$ cat src/hdl/pnfc_pkg.sv
// Shared types and constants of the parallel NOR flash command machine.
`default_nettype none
package pnfc_pkg;

    localparam int MEM_BYTES    = 524288;   // power of two
    localparam int SECTOR_BYTES = 4096;     // power of two, not above MEM_BYTES
    localparam int BUS_AW       = 19;
    localparam int MEM_AW       = $clog2(MEM_BYTES);

    localparam logic [BUS_AW-1:0] UNLOCK_ADDR1 = 19'h05555;
    localparam logic [BUS_AW-1:0] UNLOCK_ADDR2 = 19'h02aaa;

    localparam logic [7:0] UNLOCK_DATA1     = 8'haa;
    localparam logic [7:0] UNLOCK_DATA2     = 8'h55;
    localparam logic [7:0] CMD_ERASE_SETUP  = 8'h80;
    localparam logic [7:0] CMD_ID_ENTRY     = 8'h90;
    localparam logic [7:0] CMD_PROGRAM      = 8'ha0;
    localparam logic [7:0] CMD_ID_EXIT      = 8'hf0;
    localparam logic [7:0] CMD_CHIP_ERASE   = 8'h10;
    localparam logic [7:0] CMD_SECTOR_ERASE = 8'h30;
    localparam logic [7:0] ERASED_BYTE      = 8'hff;

    localparam logic REQ_READ  = 1'b0;
    localparam logic REQ_WRITE = 1'b1;

    typedef struct packed {
        logic              req_type;
        logic [BUS_AW-1:0] address;
        logic [7:0]        write_data;
    } t_req;

    typedef struct packed {
        logic [7:0] read_data;
        logic       in_id_mode;
    } t_rsp;

    typedef enum logic [2:0] {
        OP_READ         = 3'd0,
        OP_ECHO         = 3'd1,
        OP_PROGRAM      = 3'd2,
        OP_SECTOR_ERASE = 3'd3,
        OP_CHIP_ERASE   = 3'd4
    } t_op_kind;

    typedef struct packed {
        t_op_kind          kind;
        logic [MEM_AW-1:0] addr;
        logic [7:0]        data;
        logic              id_mode;
    } t_op;

    typedef struct packed {
        logic clearing;
    } t_back_status;

endpackage
`default_nettype wire

$ cat src/hdl/pnfc_queue.sv
// Two-entry operation queue between the decoder and the array engine.
`default_nettype none
module pnfc_queue (
    input  wire           i_clk,
    input  wire           i_rst_n,
    input  wire           i_push,
    input  pnfc_pkg::t_op i_op,
    output logic          o_full,
    input  wire           i_pop,
    output pnfc_pkg::t_op o_op,
    output logic          o_empty
);
    import pnfc_pkg::*;

    localparam int DEPTH = 2;
    localparam int PW    = $clog2(DEPTH);

    t_op           r_slot [DEPTH];
    logic [PW-1:0] r_wp, r_rp;
    logic [PW:0]   r_count;

    assign o_full  = (r_count == (PW+1)'(DEPTH));
    assign o_empty = (r_count == '0);
    assign o_op    = r_slot[r_rp];

    always_ff @(posedge i_clk) begin
        if (i_push) r_slot[r_wp] <= i_op;
    end

    always_ff @(posedge i_clk) begin
        if (!i_rst_n) begin
            r_wp    <= '0;
            r_rp    <= '0;
            r_count <= '0;
        end else begin
            if (i_push) r_wp <= r_wp + 1'b1;
            if (i_pop)  r_rp <= r_rp + 1'b1;
            case ({i_push, i_pop})
                2'b10:   r_count <= r_count + 1'b1;
                2'b01:   r_count <= r_count - 1'b1;
                default: r_count <= r_count;
            endcase
        end
    end

endmodule
`default_nettype wire

$ cat config.mk
export PLATFORM = sky130hd
export DESIGN_NAME = pnfc_queue
export DESIGN_NICKNAME = d
export VERILOG_FILES = /design/src/hdl/pnfc_pkg.sv /design/src/hdl/pnfc_queue.sv
export SDC_FILE = /design/constraint.sdc
export NUM_CORES = 1
export LEC_CHECK = 0
export BUFFER_PORTS_ARGS = -buffer_cell sky130_fd_sc_hd__buf_2
export CAP_MARGIN = 25
export CORE_UTILIZATION = 46
export CTS_CLUSTER_SIZE = 24
export DETAILED_ROUTE_END_ITERATION = 6
export GPL_ROUTABILITY_DRIVEN = 0
export HOLD_SLACK_MARGIN = 0.05
export PLACE_DENSITY = 0.78
export SKIP_CTS_REPAIR_TIMING = 1
export SYNTH_ARGS = -nofsm -noshare
export SYNTH_HDL_FRONTEND = slang
export SYNTH_SLANG_ARGS = --single-unit
$ cat constraint.sdc
create_clock -name i_clk -period 2.3 [get_ports i_clk]
set_clock_uncertainty 0.05 [all_clocks]
set_input_delay 0.345 -clock i_clk [delete_from_list [all_inputs] [get_ports i_clk]]
set_output_delay 0.345 -clock i_clk [all_outputs]
set_load 0.02 [all_outputs]
[Word level (Yosys, flattened, before mapping)]
Memories as Yosys holds them, arrays and structs flattened. A register that Yosys moved wholly into a read port is not among the register bits.
Cells that the tools add are included.
Operators by class
  add/sub/neg operators: 4
  reductions and logical operators: 2
  multiplexer cells: 5
  eq/ne operators: 3
Operators by type and width (count)
  $eq 2x2->1 const B: 2
  $mux 1: 4
  $pmux 2 s2: 1
  $add 1x1->1 const B: 2
  $add 2x1->2 const B: 1
  $eq 2x1->1 const B: 1
  $logic_not 2->1: 1
  $reduce_bool 2->1: 1
  $sub 2x1->2 const B: 1
Word-level totals
  flip-flop bits (word level): 4
  memories: 1
  input bits: 35
  RAM bits: 62
  output and inout port bits: 33
  logic and storage cells: 18
Memory list
  r_slot: depth 2, bits a word 31, rd ports 1, clocked after Yosys merged registers in 1, write ports 1, RTL line pnfc_queue.sv:18  | t_op r_slot [DEPTH];

[Longest topological paths before layout]
Gate-level depths: netlist (run 1).
  word-level depth: 3
  depth in mapped cells: 5
  depth with buffers taken out: 5

[Least setup slack after synthesis (run 1)]
No wires, ideal clock.
  kind: input port to flip-flop
  start point: input port i_push
  end point: memory r_slot[0][0] in the netlist's numbering, enable pin
  arrival: 1.738 ns
  buffers on the path: 0
  setup slack: 0.091 ns
  setup time: 0.421 ns
  data required time: 1.829 ns
  stages: 2
  cells stage by stage: inv_1 -> nor2_1
Between the ends
  longest elaborated chain between the ends: 2
Ends and longest elaborated chain
  start: declaration: RTL line pnfc_queue.sv:6  | input wire i_push,
  $mux 1: RTL line pnfc_queue.sv:27  | if (i_push) r_slot[r_wp] <= i_op;
  $mux 1 (implied by the code): RTL line pnfc_queue.sv:27
  end: declaration: RTL line pnfc_queue.sv:18
Every way passes these cells.

==> results of run 1 <==
-- cells in the final DEF (no fill, tap or decap), drive strengths merged, types with 2 or more instances in the layout --
cell type / Yosys / final
and2: 4 / 4
dfxtp: 5 / 5
nor2: 2 / 2
clkinv: 0 / 2
buf: 3 / 71
mux2: 31 / 31
xnor2: 2 / 2
clkbuf: 0 / 12
edfxtp: 62 / 62
-- stage by stage --
stage,util [%],std cells,setup WS [ns],power [uW],hold WS [ns]
finish,60.0,271,0.398,2630,0.155
global route,60.0,271,0.328,2740,0.135
CTS,60.0,271,0.361,2660,0.136
detailed placement,56.5,256,0.744,1780,0.455
global placement,56.5,256,0.733,1780,0.435
floorplan,-,118,0.0906,1660,0.394
-- worst max-delay path, cell delays in order (launching register included) --
cell     delay [ns]
dfxtp_1        0.33
buf_4          0.30
mux2_2         0.39
buf_2          0.16
-- per-layer routing --
metal  vias up  track usage (%)
li1        612                -
met1       605             19.5
met2        47             22.0
met3         7             5.62
met4         0             10.3
met5         -                0
-- registers in the layout, indices dropped and copies added (netlist names), named ones only --
| name | flops |
|---|---|
| r_wp | 1 |
| r_rp | 1 |
| r_count | 2 |
| r_slot | 62 |
-- report_power, final --
group | internal (uW) | switching (uW) | total (uW)
clock | 492 | 387 | 879
combinational | 141 | 188 | 329
sequential | 1400 | 20.2 | 1420
total | 2040 | 594 | 2630
-- final cells by class --
cell class                 instances  area [sq um]
clock buffer                      12           135
clock inverter                     3          40.0
fill                             399          2040
inverter                           1          3.75
multi-input combinational         47           469
sequential                        67          1960
tap                               70          87.6
timing repair buffer              71           365
-- worst max path at each step --
stage / endpoint / startpoint / cells after the start
after floorplan: r_slot[0][0] / i_push / 2
after global placement: o_op[23] / flip-flop / 3
after detailed placement: o_op[23] / flip-flop / 3
after CTS: o_op[23] / flip-flop / 3
after global routing: o_op[25] / flip-flop / 3
final: o_op[23] / flip-flop / 3
-- cells by family after synthesis --
kind of cell	after synthesis	synth area share, %
adders and majority gates	1	0.512
xor gates and xnor gates	3	1.08
muxes	31	14.3
AOI/OAI and AO/OA	3	0.820
buffers and inverters	4	0.768
DFF	67	80.3
and+or+nand+nor	9	2.20
==> impl_metrics.csv, run 1 <==
group,metric,value,unit
outcome,status,"completed",
critical_path,cp-end-kind,"primary output",
routing,totalWireLength,3910,um
die,io_pins,68,
critical_path,required,1.90,ns
worst_hold_path,worstHoldStart,"i_op[15]",
place,dpl.hpwl,2530,um
cells_and_area,layout-drive-gt1-share,57.7,%
worst_hold_path,holdPathEnd,"r_slot[0][15]",
cts,clock-sinks,67,
die,coreArea,5110,sq um
synth,yosysMostFrequentCell,"edfxtp_1",
cells_and_area,fin_area,3060,sq um
cts,cts.clk_slew.worst_paths,0.06,ns
synth,postSynthCellCount,118,
cells_and_area,area_delta_synth_final,25.4,%
worst_hold_path,holdPathStages,1,
critical_path,worst_setup_path_start_kind,"flip-flop",
routing,wl_met2,1800,um
critical_path,worstRegToRegCells,2,
synth,ys_ff_latch,67,
routing,drt-wirelength-per-cell,14.4,um
routing,wl_met1,1780,um
die,dieWidth,74.9,um
synth,synthTopCellsByArea,"edfxtp_1 76%, mux2_2 14%, dfxtp_1 4.1%",
worst_hold_path,hold_path.class,"input port to flip-flop",
timing,finalHoldViolCount,0,
critical_path,r2r_slack,1.00,ns
timing,relSlewSlack,71.3,%
power_and_ir_drop,vdd_drop_max,450,uV
critical_path,r2r-start,"r_wp",
timing,min_period_over_period,82.7,%
power_and_ir_drop,leakage,0.00117,uW
synth,syn_area,2440,sq um
grt,grt_max_degree,33,
routing,vias,1271,
grt,grtUsageTotal,15.3,%
timing,final_max_slew_viol_count,0,
critical_path,worstPathMaxFanout,23,
routing,drc_errors,0,
cts,cts_tree,"built",
grt,grt_overflow,0,
die,fp.dieH,74.9,um
grt,antenna_found_initial,0,
synth,netlist_top_cells_count,"62 x edfxtp_1, 31 x mux2_2, 5 x dfxtp_1",
grt,grt_pass1_vias,1199,
cts,cts_buffer_depth,2,
synth,syn_nets,154,
place,dpl_cell_area,2890,sq um
cells_and_area,nets,233,
critical_path,reg2reg_to,"r_slot[1][30]",
routing,dr.first_iter.drc_count,86,
synth,synthArstFlopShare,0,%
flow_run,max_cap_viol_count,0,
critical_path,worstPathArrival,1.51,ns
power_and_ir_drop,powerDensity,860,nW/um^2
critical_path,crit_type,"flip-flop to primary output",
place,numPortBuffers,67,
cts,cts-root-buf,"clkbuf_8",
cells_and_area,antenna_cells_inserted,0,
die,placementRows,26,
timing,tightest_slew,0.430,ns
routing,ant_nets,0,
timing,fin_crit,1.90,ns
cts,htreeDepth,3,
synth,yosysUniqueCellTypes,16,
synth,synth_edf_count,62,
routing,dr.pass1.iters,3,
grt,grt_pass1_wl,5800,um
routing,wl_met3,260,um
synth,yosysWarnings,0,
timing,clock.fmax,526,MHz
cts,cts_inserted_buffers,9,
routing,highest_layer,"met4",
timing,finalSetupViolCount,0,
cts,clk_latency,0.32,ns
synth,synth_top_area_share,76.2,%
timing,tns,0,ns
die,die_area,5600,sq um
synth,avgSynthCellArea,20.7,sq um
die,start_util,47.8,%
routing,drt-vias-per-instance,4.69,
synth,ys_seq_area_share,80.3,%
timing,rsz0062_at_grt,"false",
synth,yosysTopAreaCell,"edfxtp_1",
synth,ys.flop_type,"edfxtp_1",
Note: power is estimated with default switching activity, not from simulation.
==> inputs of run 2 (changes only) <==
--- a/config.mk
+++ b/config.mk
@@ -7,12 +7,12 @@
 export LEC_CHECK = 0
 export BUFFER_PORTS_ARGS = -buffer_cell sky130_fd_sc_hd__buf_2
 export CAP_MARGIN = 25
-export CORE_UTILIZATION = 46
+export CORE_UTILIZATION = 51
 export CTS_CLUSTER_SIZE = 24
 export DETAILED_ROUTE_END_ITERATION = 6
 export GPL_ROUTABILITY_DRIVEN = 0
 export HOLD_SLACK_MARGIN = 0.05
-export PLACE_DENSITY = 0.78
+export PLACE_DENSITY = 0.82
 export SKIP_CTS_REPAIR_TIMING = 1
 export SYNTH_ARGS = -nofsm -noshare
 export SYNTH_HDL_FRONTEND = slang
==> constraint.sdc (replaced) <==
create_clock -name i_clk -period 1.9 [get_ports i_clk]
set_clock_uncertainty 0.05 [all_clocks]
set_input_delay 0.285 -clock i_clk [delete_from_list [all_inputs] [get_ports i_clk]]
set_output_delay 0.285 -clock i_clk [all_outputs]
set_load 0.02 [all_outputs]
==> impl_metrics.csv, run 2 (synthesis gave the netlist of run 1 again) <==
group,metric,value,unit
power_and_ir_drop,p_clk_share,31.1,%
power_and_ir_drop,p_int,2340,uW
cts,clock-sinks,67,
place,numPortBuffers,67,
worst_hold_path,worstHoldStart,"i_op[1]",
die,coreArea,4470,sq um
routing,dr.pass1.iters,6,
critical_path,worstPathArrival,1.43,ns
routing,vias,1293,
worst_hold_path,hold_path.class,"input port to flip-flop",
die,dieWidth,71.2,um
timing,rsz0062_at_grt,"false",
timing,fin_crit,1.77,ns
timing,finalSetupViolCount,0,
cells_and_area,nets,234,
cells_and_area,layout-drive-gt1-share,58.1,%
cts,cts-root-buf,"clkbuf_8",
worst_hold_path,holdPathEnd,"r_slot[1][1]",
outcome,violations,"design-rule violations",
critical_path,crit_type,"flip-flop to primary output",
power_and_ir_drop,switchingPower,749,uW
critical_path,cp-end-kind,"primary output",
power_and_ir_drop,swShare,24.2,%
power_and_ir_drop,vdd_drop_max,547,uV
routing,dr.first_iter.drc_count,76,
critical_path,crit_slowest_cell,"mux2_2",
routing,drt-vias-per-instance,5.07,
power_and_ir_drop,leakage,0.00117,uW
grt,grt_pass1_vias,1293,
critical_path,path_delay_family,"buffers and inverters",
cells_and_area,antenna_cells_inserted,0,
cts,cts_inserted_buffers,9,
critical_path,slowest_delay,0.36,ns
timing,tns,0,ns
die,placementRows,24,
cells_and_area,finalNonFillerCells,255,
die,fp.dieH,71.2,um
worst_hold_path,holdPathStages,1,
power_and_ir_drop,pwr-share-comb,13.1,%
routing,totalWireLength,3870,um
timing,finalHoldViolCount,0,
timing,tightest_slew,0.230,ns
cells_and_area,area_delta_synth_final,24.7,%
grt,grt_max_degree,32,
cells_and_area,top_register,"r_slot",
critical_path,path_cells,"buf_12 > mux2_2 > buf_2",
die,start_util,54.6,%
critical_path,worst_setup_path_start_kind,"flip-flop",
timing,final_max_slew_viol_count,0,
cts,clk_latency,0.33,ns
grt,antenna_found_initial,0,
die,io_pins,68,
cts,cts.clk_slew.worst_paths,0.07,ns
timing,min_period_over_period,93.1,%
routing,drt-wirelength-per-cell,15.2,um
cells_and_area,largest_reg_flops,62,
place,dpl.hpwl,2580,um
power_and_ir_drop,powerDensity,1010,nW/um^2
critical_path,r2r-start,"r_wp",
place,dp.cells,239,
place,place_ws,0.442,ns
cells_and_area,biggestRegsByFlops,"r_slot x62, r_count x2",
cts,cts_tree,"built",
grt,grtUsageTotal,16.6,%
grt,grt_overflow,0,
routing,drc_errors,5,
cells_and_area,layout_common_cells,"67 x buf_2, 62 x edfxtp_1, 31 x mux2_2",
critical_path,worstRegToRegCells,2,
outcome,status,"finished, violations left",
critical_path,worstPathMaxFanout,31,
die,die_area,5070,sq um
timing,relSlewSlack,84.6,%
critical_path,required,1.56,ns
critical_path,reg2reg_to,"r_slot[1][6]",
routing,ant_nets,0,
cts,cts_buffer_depth,2,
timing,layout_setup_ws,0.132,ns
cells_and_area,layout_commonest_cell,"buf_2",
cts,htreeDepth,3,
critical_path,crit_buf_inv,2,
grt,grt_pass1_wl,5890,um
timing,clock.fmax,565,MHz
flow_run,max_cap_viol_count,0,
power_and_ir_drop,pwr-share-seq,55.8,%
cells_and_area,fillers,313,
critical_path,r2r_slack,0.72,ns
-- run 2: changes by cell type in the layout (fill, tap and decap cells not counted) --
cell / delta
buf_12: +1
clkinvlp_4: +1
clkinv_4: +1
clkinv_1: +1
bufinv_16: -1
clkbuf_1: -1
-- run 2: worst max path at each step --
stage	startpoint	to	cells after the start
after floorplan	i_push	r_slot[0][0]	2
after global placement	flip-flop	o_op[0]	3
after detailed placement	i_push	r_count[1]	5
after CTS	flip-flop	o_op[0]	3
after global routing	flip-flop	o_op[4]	3
final	flip-flop	o_op[12]	3
-- run 2: power by group through the flow --
stage / combinational (uW) / sequential (uW) / clock [uW]
6_report: 405 / 1720 / 963
5_1_grt: 434 / 1730 / 1050
4_1_cts: 409 / 1720 / 992
3_5_place_dp: 407 / 1760 / 0
3_3_place_gp: 397 / 1750 / 0
2_1_floorplan: 259 / 1750 / 0
-- run 2: area by class of cell --
type	instances	area [sq um]	area share [%]
inverters	1	3.75	0.123
clock inverters	5	30.0	0.986
well taps	52	65.1	2.14
repair buffers	72	385	12.6
multi-input cells	47	469	15.4
flip-flops and latches	67	1960	64.4
clock buffers	11	131	4.31
-- run 2: through the flow --
stage	hold WS (ns)	power (uW)	utilization, %	instance area, sq um
3_5_place_dp	0.428	2160	64.5	2890
5_1_grt	0.0685	3210	68.1	3050
4_1_cts	0.0665	3130	68.1	3050
2_1_floorplan	0.334	2010	-	2440
3_3_place_gp	0.422	2150	64.5	2890
6_report	0.0782	3090	68.1	3050
-- run 2: metal layers --
metal | vias to the layer above | wire length [um] | track usage [%]
li1 | 616 | - | -
met1 | 615 | 1620 | 19.4
met2 | 52 | 1850 | 24.8
met3 | 10 | 266 | 6.13
met4 | 0 | 130 | 13.3
met5 | - | 0 | 0
-- run 2: worst reg2reg max path, delay by kind of cell, from the launching register on --
| kind | cells | cell delay [ns] |
|---|---|---|
| AND/OR/NAND/NOR | 1 | 0.18 |
| flip-flops | 1 | 0.38 |
| buffers and inverters | 1 | 0.26 |
