[config.mk]
export PLATFORM = sky130hd
export DESIGN_NAME = pnfc_front
export DESIGN_NICKNAME = d
export VERILOG_FILES = /design/src/hdl/pnfc_pkg.sv /design/src/hdl/pnfc_front.sv
export SDC_FILE = /design/constraint.sdc
export NUM_CORES = 1
export LEC_CHECK = 0
export BUFFER_PORTS_ARGS = -buffer_cell sky130_fd_sc_hd__buf_2
export CORE_UTILIZATION = 35
export CTS_BUF_LIST = sky130_fd_sc_hd__clkbuf_16
export DETAILED_ROUTE_END_ITERATION = 7
export HOLD_SLACK_MARGIN = 0.1
export PLACE_DENSITY = 0.71
export SKIP_LAST_GASP = 1
export SYNTH_ARGS = -nofsm -noshare
export SYNTH_HDL_FRONTEND = slang
export SYNTH_SLANG_ARGS = --single-unit
[constraint.sdc]
create_clock -name i_clk -period 4.47 [get_ports i_clk]
set_input_delay 0.2235 -clock i_clk [delete_from_list [all_inputs] [get_ports i_clk]]
set_output_delay 0.2235 -clock i_clk [all_outputs]
set_load 0.02 [all_outputs]
[src/hdl/pnfc_pkg.sv]
// Shared types and constants of the parallel NOR flash command machine.
`default_nettype none
package pnfc_pkg;

    localparam int MEM_BYTES    = 524288;   // power of two
    localparam int SECTOR_BYTES = 4096;     // power of two, not above MEM_BYTES
    localparam int BUS_AW       = 19;
    localparam int MEM_AW       = $clog2(MEM_BYTES);

    localparam logic [BUS_AW-1:0] UNLOCK_ADDR1 = 19'h05555;
    localparam logic [BUS_AW-1:0] UNLOCK_ADDR2 = 19'h02aaa;

    localparam logic [7:0] UNLOCK_DATA1     = 8'haa;
    localparam logic [7:0] UNLOCK_DATA2     = 8'h55;
    localparam logic [7:0] CMD_ERASE_SETUP  = 8'h80;
    localparam logic [7:0] CMD_ID_ENTRY     = 8'h90;
    localparam logic [7:0] CMD_PROGRAM      = 8'ha0;
    localparam logic [7:0] CMD_ID_EXIT      = 8'hf0;
    localparam logic [7:0] CMD_CHIP_ERASE   = 8'h10;
    localparam logic [7:0] CMD_SECTOR_ERASE = 8'h30;
    localparam logic [7:0] ERASED_BYTE      = 8'hff;

    localparam logic REQ_READ  = 1'b0;
    localparam logic REQ_WRITE = 1'b1;

    typedef struct packed {
        logic              req_type;
        logic [BUS_AW-1:0] address;
        logic [7:0]        write_data;
    } t_req;

    typedef struct packed {
        logic [7:0] read_data;
        logic       in_id_mode;
    } t_rsp;

    typedef enum logic [2:0] {
        OP_READ         = 3'd0,
        OP_ECHO         = 3'd1,
        OP_PROGRAM      = 3'd2,
        OP_SECTOR_ERASE = 3'd3,
        OP_CHIP_ERASE   = 3'd4
    } t_op_kind;

    typedef struct packed {
        t_op_kind          kind;
        logic [MEM_AW-1:0] addr;
        logic [7:0]        data;
        logic              id_mode;
    } t_op;

    typedef struct packed {
        logic clearing;
    } t_back_status;

endpackage
`default_nettype wire

[src/hdl/pnfc_front.sv]
// Front end: request intake, unlock command decoder and ID mode flag.
`default_nettype none
module pnfc_front (
    input  wire                   i_clk,
    input  wire                   i_rst_n,
    input  wire                   i_req_valid,
    output logic                  o_req_ready,
    input  pnfc_pkg::t_req        i_req,
    input  pnfc_pkg::t_back_status i_back_status,
    input  wire                   i_q_full,
    output logic                  o_push,
    output pnfc_pkg::t_op         o_op
);
    import pnfc_pkg::*;

    typedef enum logic [6:0] {
        PH_IDLE        = 7'b0000001,
        PH_GOT_AA      = 7'b0000010,
        PH_GOT_55      = 7'b0000100,
        PH_ERASE_SETUP = 7'b0001000,
        PH_ERASE_AA    = 7'b0010000,
        PH_PROGRAM     = 7'b0100000,
        PH_ERASE_CMD   = 7'b1000000
    } t_phase;

    t_phase r_phase, n_phase;
    logic   r_id, n_id;
    logic   w_accept, w_at1, w_at2;
    logic [7:0] w_d;

    assign o_req_ready = !i_q_full && !i_back_status.clearing;
    assign w_accept    = i_req_valid && o_req_ready;
    assign w_at1       = (i_req.address == UNLOCK_ADDR1);
    assign w_at2       = (i_req.address == UNLOCK_ADDR2);
    assign w_d         = i_req.write_data;

    always_comb begin
        n_phase   = r_phase;
        n_id      = r_id;
        o_op.kind = OP_READ;
        o_op.addr = i_req.address[MEM_AW-1:0];
        o_op.data = w_d;
        if (w_accept && i_req.req_type == REQ_WRITE) begin
            n_phase   = PH_IDLE;
            o_op.kind = OP_ECHO;
            case (r_phase)
                PH_IDLE: begin
                    if (w_at1 && w_d == UNLOCK_DATA1) n_phase = PH_GOT_AA;
                    else if (w_d == CMD_ID_EXIT)      n_id = 1'b0;
                end
                PH_GOT_AA: begin
                    if (w_at2 && w_d == UNLOCK_DATA2) n_phase = PH_GOT_55;
                end
                PH_GOT_55: begin
                    if (w_at1) begin
                        if (w_d == CMD_ERASE_SETUP)   n_phase = PH_ERASE_SETUP;
                        else if (w_d == CMD_ID_ENTRY) n_id = 1'b1;
                        else if (w_d == CMD_PROGRAM)  n_phase = PH_PROGRAM;
                        else if (w_d == CMD_ID_EXIT)  n_id = 1'b0;
                    end
                end
                PH_ERASE_SETUP: begin
                    if (w_at1 && w_d == UNLOCK_DATA1) n_phase = PH_ERASE_AA;
                end
                PH_ERASE_AA: begin
                    if (w_at2 && w_d == UNLOCK_DATA2) n_phase = PH_ERASE_CMD;
                end
                PH_PROGRAM: begin
                    o_op.kind = OP_PROGRAM;
                end
                PH_ERASE_CMD: begin
                    if (w_at1 && w_d == CMD_CHIP_ERASE)  o_op.kind = OP_CHIP_ERASE;
                    else if (w_d == CMD_SECTOR_ERASE)    o_op.kind = OP_SECTOR_ERASE;
                end
                default: begin
                    n_phase = PH_IDLE;
                end
            endcase
        end
        o_op.id_mode = n_id;
    end

    assign o_push = w_accept;

    always_ff @(posedge i_clk) begin
        if (!i_rst_n) begin
            r_phase <= PH_IDLE;
            r_id    <= 1'b0;
        end else begin
            r_phase <= n_phase;
            r_id    <= n_id;
        end
    end

endmodule
`default_nettype wire

Yosys cells after proc, flatten, opt, wreduce, memory -nomap -nowiden
Index checks and enable logic that the tools add are counted.
Widths: inputs -> output; s select.
{"block": "totals", "register_bits": 8, "in_bits": 33, "out_inout_bits": 33, "wordCells": 48}
{"block": "op_classes", "eq_ne": 17, "mux": 21, "reduce_logical": 8}
{"cell": "$eq 8x8->1 const B", "n": 5}
{"cell": "$pmux 7 s5", "n": 1}
{"cell": "$mux 6", "n": 4}
{"cell": "$eq 19x14->1 const B", "n": 1}
{"cell": "$eq 19x15->1 const B", "n": 1}
{"cell": "$mux 3", "n": 3}
{"cell": "$eq 8x5->1 const B", "n": 1}
{"cell": "$eq 8x6->1 const B", "n": 1}
{"cell": "$eq 8x7->1 const B", "n": 1}
{"cell": "$eq 7x1->1 const B", "n": 1}
{"cell": "$eq 7x2->1 const B", "n": 1}
{"cell": "$eq 7x3->1 const B", "n": 1}
{"cell": "$eq 7x4->1 const B", "n": 1}
{"cell": "$eq 7x5->1 const B", "n": 1}
{"cell": "$eq 7x6->1 const B", "n": 1}
{"cell": "$eq 7x7->1 const B", "n": 1}
{"cell": "$mux 1", "n": 7}
{"cell": "$mux 7", "n": 1}
{"cell": "$logic_and 1x1->1", "n": 6}
{"cell": "$pmux 3 s2", "n": 1}
{"cell": "$mux 5", "n": 1}
{"cell": "$mux 2", "n": 2}
{"cell": "$logic_not 1->1", "n": 2}
{"cell": "$pmux 1 s2", "n": 1}

Depth between registers and ports, before layout
Gate-level depths: netlist (run 1).
{"block": "logic_depth", "ltp_word": 8, "mapped_depth": 7, "mapped_depth_nobuf": 5}

Worst setup path after synthesis (run 1)
OpenSTA, ideal clock, no wires.
{"block": "synth_path", "kind": "register -> output", "from": "register r_phase[1]", "to": "output port o_op[0] (netlist name)", "slack_ps": 2245, "arrival_time_ps": 2001, "path_stages_with_launch": 7, "t_required_ps": 4247, "path_buffers": 1, "path_cell_list": "dfxtp_1 -> or4_1 -> nor4b_1 -> nor3b_4 -> mux2_4 -> nand2_1 -> buf_4"}
{"block": "synth_between", "elab_chain_len": 3, "elab_cells_between_ends": 4, "classes_between": "2 x eq/ne; 2 x mux"}
{"element": "start, declared", "line_no": "pnfc_front.sv:26", "text": "t_phase r_phase, n_phase;"}
{"element": "start signal, assigned", "line_no": "pnfc_front.sv:90", "text": "r_phase <= n_phase;"}
{"element": "$eq 7x3->1 or $eq 7x1->1 (tied branches)", "line_no": "pnfc_front.sv:46", "text": "case (r_phase)"}
{"element": "$pmux 1 s2 *", "line_no": "pnfc_front.sv:46"}
{"element": "$mux 1 *", "line_no": "pnfc_front.sv:43", "text": "if (w_accept && i_req.req_type == REQ_WRITE) begin"}
{"element": "end, declared", "line_no": "pnfc_front.sv:12", "text": "output pnfc_pkg::t_op o_op"}
Mark *: on every way between the ends. The rest lies on a longest branch, timed or not.

==> results of run 1 <==
==> Yosys cell counts, types with 2 or more instances <==
master | count | area share, %
buf_6 | 2 | 2.3
a21oi_1 | 4 | 2.0
nand4b_1 | 4 | 3.5
nand4_1 | 4 | 2.5
nor2_1 | 10 | 3.8
a21boi_0 | 2 | 1.5
nor4b_1 | 4 | 3.5
xnor2_1 | 3 | 2.6
nand2_1 | 14 | 5.3
or4_1 | 2 | 1.5
or4_4 | 2 | 2.3
nand3_1 | 5 | 2.5
nor3_1 | 6 | 3.0
buf_4 | 29 | 22
nor4bb_1 | 6 | 6.1
nor3b_1 | 2 | 1.5
o41ai_1 | 2 | 1.8
a21boi_1 | 5 | 3.8
nand3b_1 | 2 | 1.5
dfxtp_1 | 8 | 16
==> kinds of logic (layout without fill, tap and decap cells) <==
kind of cell	after synthesis	in the layout	share of synthesized area [%]
multiplexers	1	1	1.51
AND/OR/NAND/NOR	68	68	44.1
AO/OA/AOI/OAI	15	15	11.0
buffers and inverters	32	68	24.6
flip-flops	8	8	16.1
XOR/XNOR	3	3	2.65
==> registers in the layout (all words and copies together) (netlist names) <==
signal,count
r_phase,7
r_id,1
==> area by class of cell <==
type                    instances  area (sq um)
repair buffers                 65           325
clock buffers                   3          75.1
fillers                       265          1380
well taps                      30          37.5
multi-input cells              87           588
flip-flops and latches          8           160
==> power breakdown <==
part,switching (mW),internal (mW)
combinational,0.0386,0.0252
sequential,0.0000000000518,0.0718
clock,0.0340,0.115
==> how the worst min path moves through the flow <==
stage	endpoint	slack, ns	cells past startpoint
finish	r_phase[2]	0.33	2
global route	r_phase[2]	0.34	2
CTS	r_phase[2]	0.32	2
detailed placement	r_id	0.50	2
global placement	r_id	0.49	2
floorplan	r_phase[5]	0.38	2
==> metal layers <==
metal / GRT usage, % / up-vias
met5: 0 / -
met3: 3.98 / 2
met4: 3.57 / 0
met1: 18.7 / 485
met2: 31.3 / 40
li1: - / 514
==> through the flow <==
step | worst slack [ns] | utilization [%] | total power [mW] | std cells | hold slack [ns]
4_1_cts | 1.76 | 46.2 | 0.287 | 193 | 0.324
3_5_place_dp | 1.78 | 43.3 | 0.137 | 190 | 0.503
3_3_place_gp | 1.83 | 43.3 | 0.136 | 190 | 0.491
6_report | 1.71 | 46.2 | 0.285 | 193 | 0.326
2_1_floorplan | 2.25 | - | 0.119 | 127 | 0.377
5_1_grt | 1.60 | 46.2 | 0.295 | 193 | 0.340
==> impl_metrics.ini, run 1 <==
[synth]
async_flop_share_pct = 0
ys_warn_count = 0
synth_area_sq_um = 992
ys_ff_latch = 8
synth_edf_count = 0
synth_fp_nets = 160
synth_cell_types = 31
synth_cells = 127
syn_avg_cell_area_sq_um = 7.81
ys.flop_type = dfxtp_1
yosysSeqAreaShare_pct = 16.1

[pwr]
p_leak_nw = 0.532
ir_drop_mv = 0.284
p_per_area_mw_per_mm2 = 240

[grt]
antenna_found_initial = 0
first_global_vias = 980
grt-ovfl-total = 0
track_usage_pct = 16.6
grt_max_degree = 10
grt_pass1_wl_mm = 4.22

[flow_run]
cap_viol_max_count = 0

[critical_path]
critPathLaunch = i_back_status
crit_slowest_cell = nor4bb_1
critical_path_class = primary input to output port
critical_path_required_ns = 4.25
cpMostUsedCell = buf_2
crit_end = o_op[0]
critPathTopFamily = simple AND/OR/NAND/NOR gates
cp_num_cells = 7
end_kind = output port
r2r_end = r_id
critPathMaxStageDelay_ns = 0.98
crit_fanout = 7
path_cells = buf_2, nor4bb_1, nand4_1, or3b_2, mux2_4, nand2_1, buf_2
regToRegSetupSlack_ns = 2.21
rr_worst_depth = 5
crit_buf_inv = 2
start_kind = primary input
crit_arrival_ns = 2.54
r2r_start = r_phase[5]

[cts]
clock_latency_ns = 0.23
cts_tree = done
cts_resized = 0
clk_pin_slew_ns = 0.04
cts_made_buffers = 3
postCtsSetupBuffers = 0
hold_buffers = 0
clockBufferDepth = 2
cts.sinks = 8
cts-htree-levels = 1
clock_tree.root_cell = clkbuf_16

[die]
ios = 66
die-height_um = 55.2
rows = 18
core_area_sq_mm = 0.00257
start_util_pct = 38.6
die-width_um = 55.2
dieArea_sq_mm = 0.00305

[timing]
slew_viol_final = 0
min_period_over_period_pct = 61.7
slew_headroom_pct = 20.9
final-setup-viol-count = 0
hold_viol_final = 0
clock-skew-final_ns = 0.00270
fmax_ghz = 0.362
min_period_ns = 2.76
rsz0062_at_grt = false
worst_pin_slew_ns = 1.17
fin_setup_tns_ns = 0

[finish]
layout-drive-gt1-share_pct = 45.4
nets = 198
mostFrequentLayoutCells = buf_2, nand2_1, nor2_1, dfxtp_1
n_antenna_cell = 0
final_common_cell = buf_2
synthToLayoutAreaGrowth_pct = 19.5
fin_area_sq_mm = 0.00119

[drt]
drcViolationCount = 0
ant_nets = 0
vias = 1041
drt_iter0_markers = 38
wl_met2_mm = 1.39
first_pass_iters = 4
met3_length_um = 132
wl_met1_mm = 1.10
wl_per_cell_um = 13.7
wl_mm = 2.64
routed.top_layer = met4
vias_per_cell = 5.39

[status]
status = completed

[placed_design]
dp_hpwl_mm = 2.16
io_buffers = 65
postPlaceCellArea_sq_mm = 0.00111
place_congestion = 0.941

[hold_path]
hp-class = primary input to flip-flop
worstHoldStart = i_rst_n
Power figures use the tool's default switching activity.
==> inputs of run 2 (changes only) <==
--- a/config.mk
+++ b/config.mk
@@ -10,7 +10,7 @@
 export CTS_BUF_LIST = sky130_fd_sc_hd__clkbuf_16
 export DETAILED_ROUTE_END_ITERATION = 7
 export HOLD_SLACK_MARGIN = 0.1
-export PLACE_DENSITY = 0.71
+export PLACE_DENSITY = 0.74
 export SKIP_LAST_GASP = 1
 export SYNTH_ARGS = -nofsm -noshare
 export SYNTH_HDL_FRONTEND = slang
==> constraint.sdc (replaced) <==
create_clock -name i_clk -period 2.5 [get_ports i_clk]
set_input_delay 0.125 -clock i_clk [delete_from_list [all_inputs] [get_ports i_clk]]
set_output_delay 0.125 -clock i_clk [all_outputs]
set_load 0.02 [all_outputs]
==> impl_metrics.ini, run 2 (synthesis results as in run 1) <==
[finish]
n_antenna_cell = 0
largest_reg_flops = 7
layout-drive-gt1-share_pct = 47.0
synthToLayoutAreaGrowth_pct = 22.2
top_register = r_phase
biggestRegsByFlops = r_phase: 7 flops, r_id: 1 flops
nets = 199
mostFrequentLayoutCells = buf_2, nand2_1, nor2_1, dfxtp_1
final_cell_count_no_fill = 194
final_common_cell = buf_2

[placed_design]
post-place-cells = 191
io_buffers = 65
dp_hpwl_mm = 1.99
place_congestion = 0.896

[die]
die-width_um = 55.2
die-height_um = 55.2
core_area_sq_mm = 0.00257
ios = 66
start_util_pct = 38.6
dieArea_sq_mm = 0.00305
rows = 18

[critical_path]
critical_path_required_ns = 2.38
critical_path_class = flip-flop to output port
r2r_start = r_phase[5]
crit_fanout = 5
crit_arrival_ns = 2.22
crit_buf_inv = 1
r2r_end = r_id
regToRegSetupSlack_ns = 0.49
crit_end = o_op[0]
rr_worst_depth = 5
start_kind = flip-flop
cp_num_cells = 6
critPathLaunch = r_phase[5]
critPathMaxStageDelay_ns = 0.59
crit_slowest_cell = or4_4
critPathTopFamily = simple AND/OR/NAND/NOR gates
end_kind = output port
path_cells = or4_4, nor4b_4, nor3b_4, mux2_4, nand2_1, buf_2

[drt]
vias_per_cell = 5.45
wl_mm = 2.53
ant_nets = 0
vias = 1057
wl_per_cell_um = 13.1
first_pass_iters = 4
drcViolationCount = 0
drt_iter0_markers = 82

[timing]
min_period_ns = 2.34
min_period_over_period_pct = 93.7
final-setup-viol-count = 0
hold_viol_final = 0
slew_viol_final = 0
fmax_ghz = 0.427
slew_headroom_pct = 72.6
clock-skew-final_ns = 0.00491
fin_setup_tns_ns = 0
worst_pin_slew_ns = 0.408
rsz0062_at_grt = false

[grt]
grt-ovfl-total = 0
track_usage_pct = 16.0
grt_max_degree = 10
grt_pass1_wl_mm = 4.03
first_global_vias = 898
antenna_found_initial = 0

[cts]
clk_pin_slew_ns = 0.04
cts.sinks = 8
clock_tree.root_cell = clkbuf_16
cts_tree = done
clockBufferDepth = 2
cts-htree-levels = 1
clock_latency_ns = 0.23
cts_made_buffers = 3

[flow_run]
cap_viol_max_count = 0

[pwr]
ir_drop_mv = 0.425
p_per_area_mw_per_mm2 = 426
p_leak_nw = 0.536

[status]
status = completed

[hold_path]
hp-class = primary input to flip-flop
run 2: changes by cell type in the layout (fill, tap and decap cells not counted), sizes merged:
cell | before | now
buf | 65 | 66
run 2: layout make-up:
class | instances | area (sq um)
flip-flops and latches | 8 | 160
multi-input cells | 87 | 607
clock buffers | 3 | 75.1
fillers | 256 | 1360
repair buffers | 66 | 333
well taps | 30 | 37.5
run 2: per-layer routing:
metal	track usage, %	vias to the layer above	wire length (um)
met5	0	-	0
met2	26.2	67	1250
li1	-	519	-
met4	3.93	0	0
met1	20.7	471	1070
met3	4.45	0	213
run 2: worst min path at each step:
stage | from | depth (start not counted) | to
5_1_grt | i_rst_n | 2 | r_phase[6]
4_1_cts | i_rst_n | 2 | r_phase[6]
2_1_floorplan | i_req[5] | 2 | r_phase[5]
3_5_place_dp | i_rst_n | 2 | r_phase[6]
6_report | i_rst_n | 2 | r_phase[6]
3_3_place_gp | i_rst_n | 2 | r_phase[6]
run 2: worst register-to-register path, cell delays in order, from the launching register on:
cell	delay [ns]
dfxtp_1	0.34
or4_4	0.59
nor4b_4	0.24
nor3b_4	0.27
mux2_4	0.33
a21boi_1	0.16
run 2: per-stage QoR:
| stage | hold WS (ns) | setup WS [ns] | total power, mW | utilization (%) | area, sq um |
|---|---|---|---|---|---|
| finish | 0.227 | 0.157 | 0.516 | 47.2 | 1210 |
| global route | 0.239 | 0.0676 | 0.536 | 47.2 | 1210 |
| CTS | 0.227 | 0.0106 | 0.523 | 46.5 | 1190 |
| detailed placement | 0.468 | 0.257 | 0.244 | 43.6 | 1120 |
| global placement | 0.474 | 0.276 | 0.244 | 43.6 | 1120 |
| floorplan | 0.278 | 0.374 | 0.212 | - | 992 |
run 2: timing repair:
item,4_1_cts,5_1_grt
hold endpoints to repair,0,0
endpoints found under the setup margin,0,1
setup buffers,0,0
hold buffers,0,0
gates resized for setup,0,3
run 2: report_power, final:
group | internal, mW | switching, mW
clock | 0.207 | 0.0674
combinational | 0.0454 | 0.0681
sequential | 0.128 | 0.000000000105
==> inputs of run 3 (changes only) <==
--- a/config.mk
+++ b/config.mk
@@ -11,6 +11,7 @@
 export DETAILED_ROUTE_END_ITERATION = 7
 export HOLD_SLACK_MARGIN = 0.1
 export PLACE_DENSITY = 0.74
+export RECOVER_POWER = 50
 export SKIP_LAST_GASP = 1
 export SYNTH_ARGS = -nofsm -noshare
 export SYNTH_HDL_FRONTEND = slang
==> impl_metrics.ini, run 3 (synthesis results as in run 1) <==
[status]
status = completed

[placed_design]
postPlaceCellArea_sq_mm = 0.00112
place_congestion = 0.896
io_buffers = 65
dp_hpwl_mm = 1.99

[critical_path]
rr_worst_depth = 5
critical_path_class = flip-flop to output port
r2r_start = r_phase[5]
critPathTopFamily = simple AND/OR/NAND/NOR gates
crit_fanout = 5
start_kind = flip-flop
critPathMaxStageDelay_ns = 0.59
crit_buf_inv = 1
crit_slowest_cell = or4_4
end_kind = output port
path_cells = or4_4, nor4b_4, nor3b_4, mux2_4, nand2_1, buf_2
critPathLaunch = r_phase[5]
crit_arrival_ns = 2.22
critical_path_required_ns = 2.38
cp_num_cells = 6

[timing]
worst_pin_slew_ns = 0.399
clock-skew-final_ns = 0.00511
fin_setup_tns_ns = 0
slew_headroom_pct = 73.0
min_period_over_period_pct = 93.8
fmax_ghz = 0.426
min_period_ns = 2.34
final-setup-viol-count = 0
slew_viol_final = 0
hold_viol_final = 0
rsz0062_at_grt = false

[finish]
nets = 199
fin_area_sq_mm = 0.00119
mostFrequentLayoutCells = buf_2, clkbuf_1, nand2_1, nor2_1, dfxtp_1
top_register = r_phase
layout-drive-gt1-share_pct = 34.8
largest_reg_flops = 7
final_common_cell = buf_2
n_antenna_cell = 0
biggestRegsByFlops = r_phase: 7 flops, r_id: 1 flops
synthToLayoutAreaGrowth_pct = 19.7

[grt]
grt-ovfl-total = 0
grt_pass1_wl_mm = 4.03
grt_max_degree = 10
track_usage_pct = 16.0
antenna_found_initial = 0
first_global_vias = 898

[hold_path]
hp-class = primary input to flip-flop
min_path_cells = 2
worstHoldStart = i_rst_n

[cts]
hold_buffers = 0
cts.sinks = 8
cts_made_buffers = 3
clock_tree.root_cell = clkbuf_16
clock_latency_ns = 0.23
cts_tree = done
clk_pin_slew_ns = 0.04
cts-htree-levels = 1
clockBufferDepth = 2

[drt]
drcViolationCount = 0
first_pass_iters = 4
wl_per_cell_um = 13.3
vias = 1066
drt_iter0_markers = 87
ant_nets = 0
vias_per_cell = 5.49
wl_mm = 2.59

[die]
die-height_um = 55.2
start_util_pct = 38.6
ios = 66
dieArea_sq_mm = 0.00305
core_area_sq_mm = 0.00257
rows = 18
die-width_um = 55.2

[pwr]
ir_drop_mv = 0.427
p_per_area_mw_per_mm2 = 433
p_leak_nw = 0.481

[flow_run]
cap_viol_max_count = 0
run 3: cell count changes in the layout (fill, tap and decap cells not counted):
cell      previous run  this run
clkbuf_1             0        20
buf_2               65        45
run 3: power by group:
part | leakage, nW | internal (mW) | total (mW) | switching [mW]
registers | 0.0644 | 0.128 | 0.128 | 0.000000000104
clock network | 0.0370 | 0.207 | 0.276 | 0.0688
logic | 0.379 | 0.0407 | 0.110 | 0.0691
total | 0.481 | 0.376 | 0.514 | 0.138
run 3: worst paths after layout:
check | end | slack (ns)
worst max-delay path | o_op[0] | 0.16
worst min-delay path | r_phase[6] | 0.23
worst min register to register | r_phase[5] | 0.51
worst max register to register | r_id | 0.49
run 3: worst reg2reg max path: cells and delay by family, from the launching register on:
family             cells  cell delay (ns)
and+or+nand+nor        3             1.10
DFF                    1             0.34
muxes                  1             0.33
AOI/OAI and AO/OA      1             0.16
run 3: per-stage QoR:
stage | power, mW | hold WS, ns | setup WS [ns] | cells | util, %
2_1_floorplan | 0.212 | 0.278 | 0.374 | 127 | -
3_3_place_gp | 0.244 | 0.474 | 0.276 | 191 | 43.6
3_5_place_dp | 0.244 | 0.468 | 0.257 | 191 | 43.6
4_1_cts | 0.523 | 0.227 | 0.0106 | 194 | 46.5
5_1_grt | 0.532 | 0.239 | 0.0676 | 194 | 46.2
6_report | 0.514 | 0.225 | 0.155 | 194 | 46.2
run 3: timing repair:
| action | CTS | global route |
|---|---|---|
| setup endpoints to repair | 0 | 1 |
| hold endpoints to repair | 0 | 0 |
| setup buffers | 0 | 0 |
| gates resized for setup | 0 | 3 |
run 3: layout make-up:
class,instances,area (sq um)
Clock buffer,3,75.1
Fill cell,274,1380
Timing Repair Buffer,66,308
Sequential cell,8,160
Multi-Input combinational cell,87,607
Tap cell,30,37.5
run 3: per-layer routing:
| layer | vias to the layer above | share of wire (%) | global-route usage (%) |
|---|---|---|---|
| met2 | 67 | 49 | 26.2 |
| met1 | 480 | 42 | 20.7 |
| met5 | - | 0 | 0 |
| met3 | 0 | 8.8 | 4.45 |
| li1 | 519 | - | - |
| met4 | 0 | 0 | 3.93 |
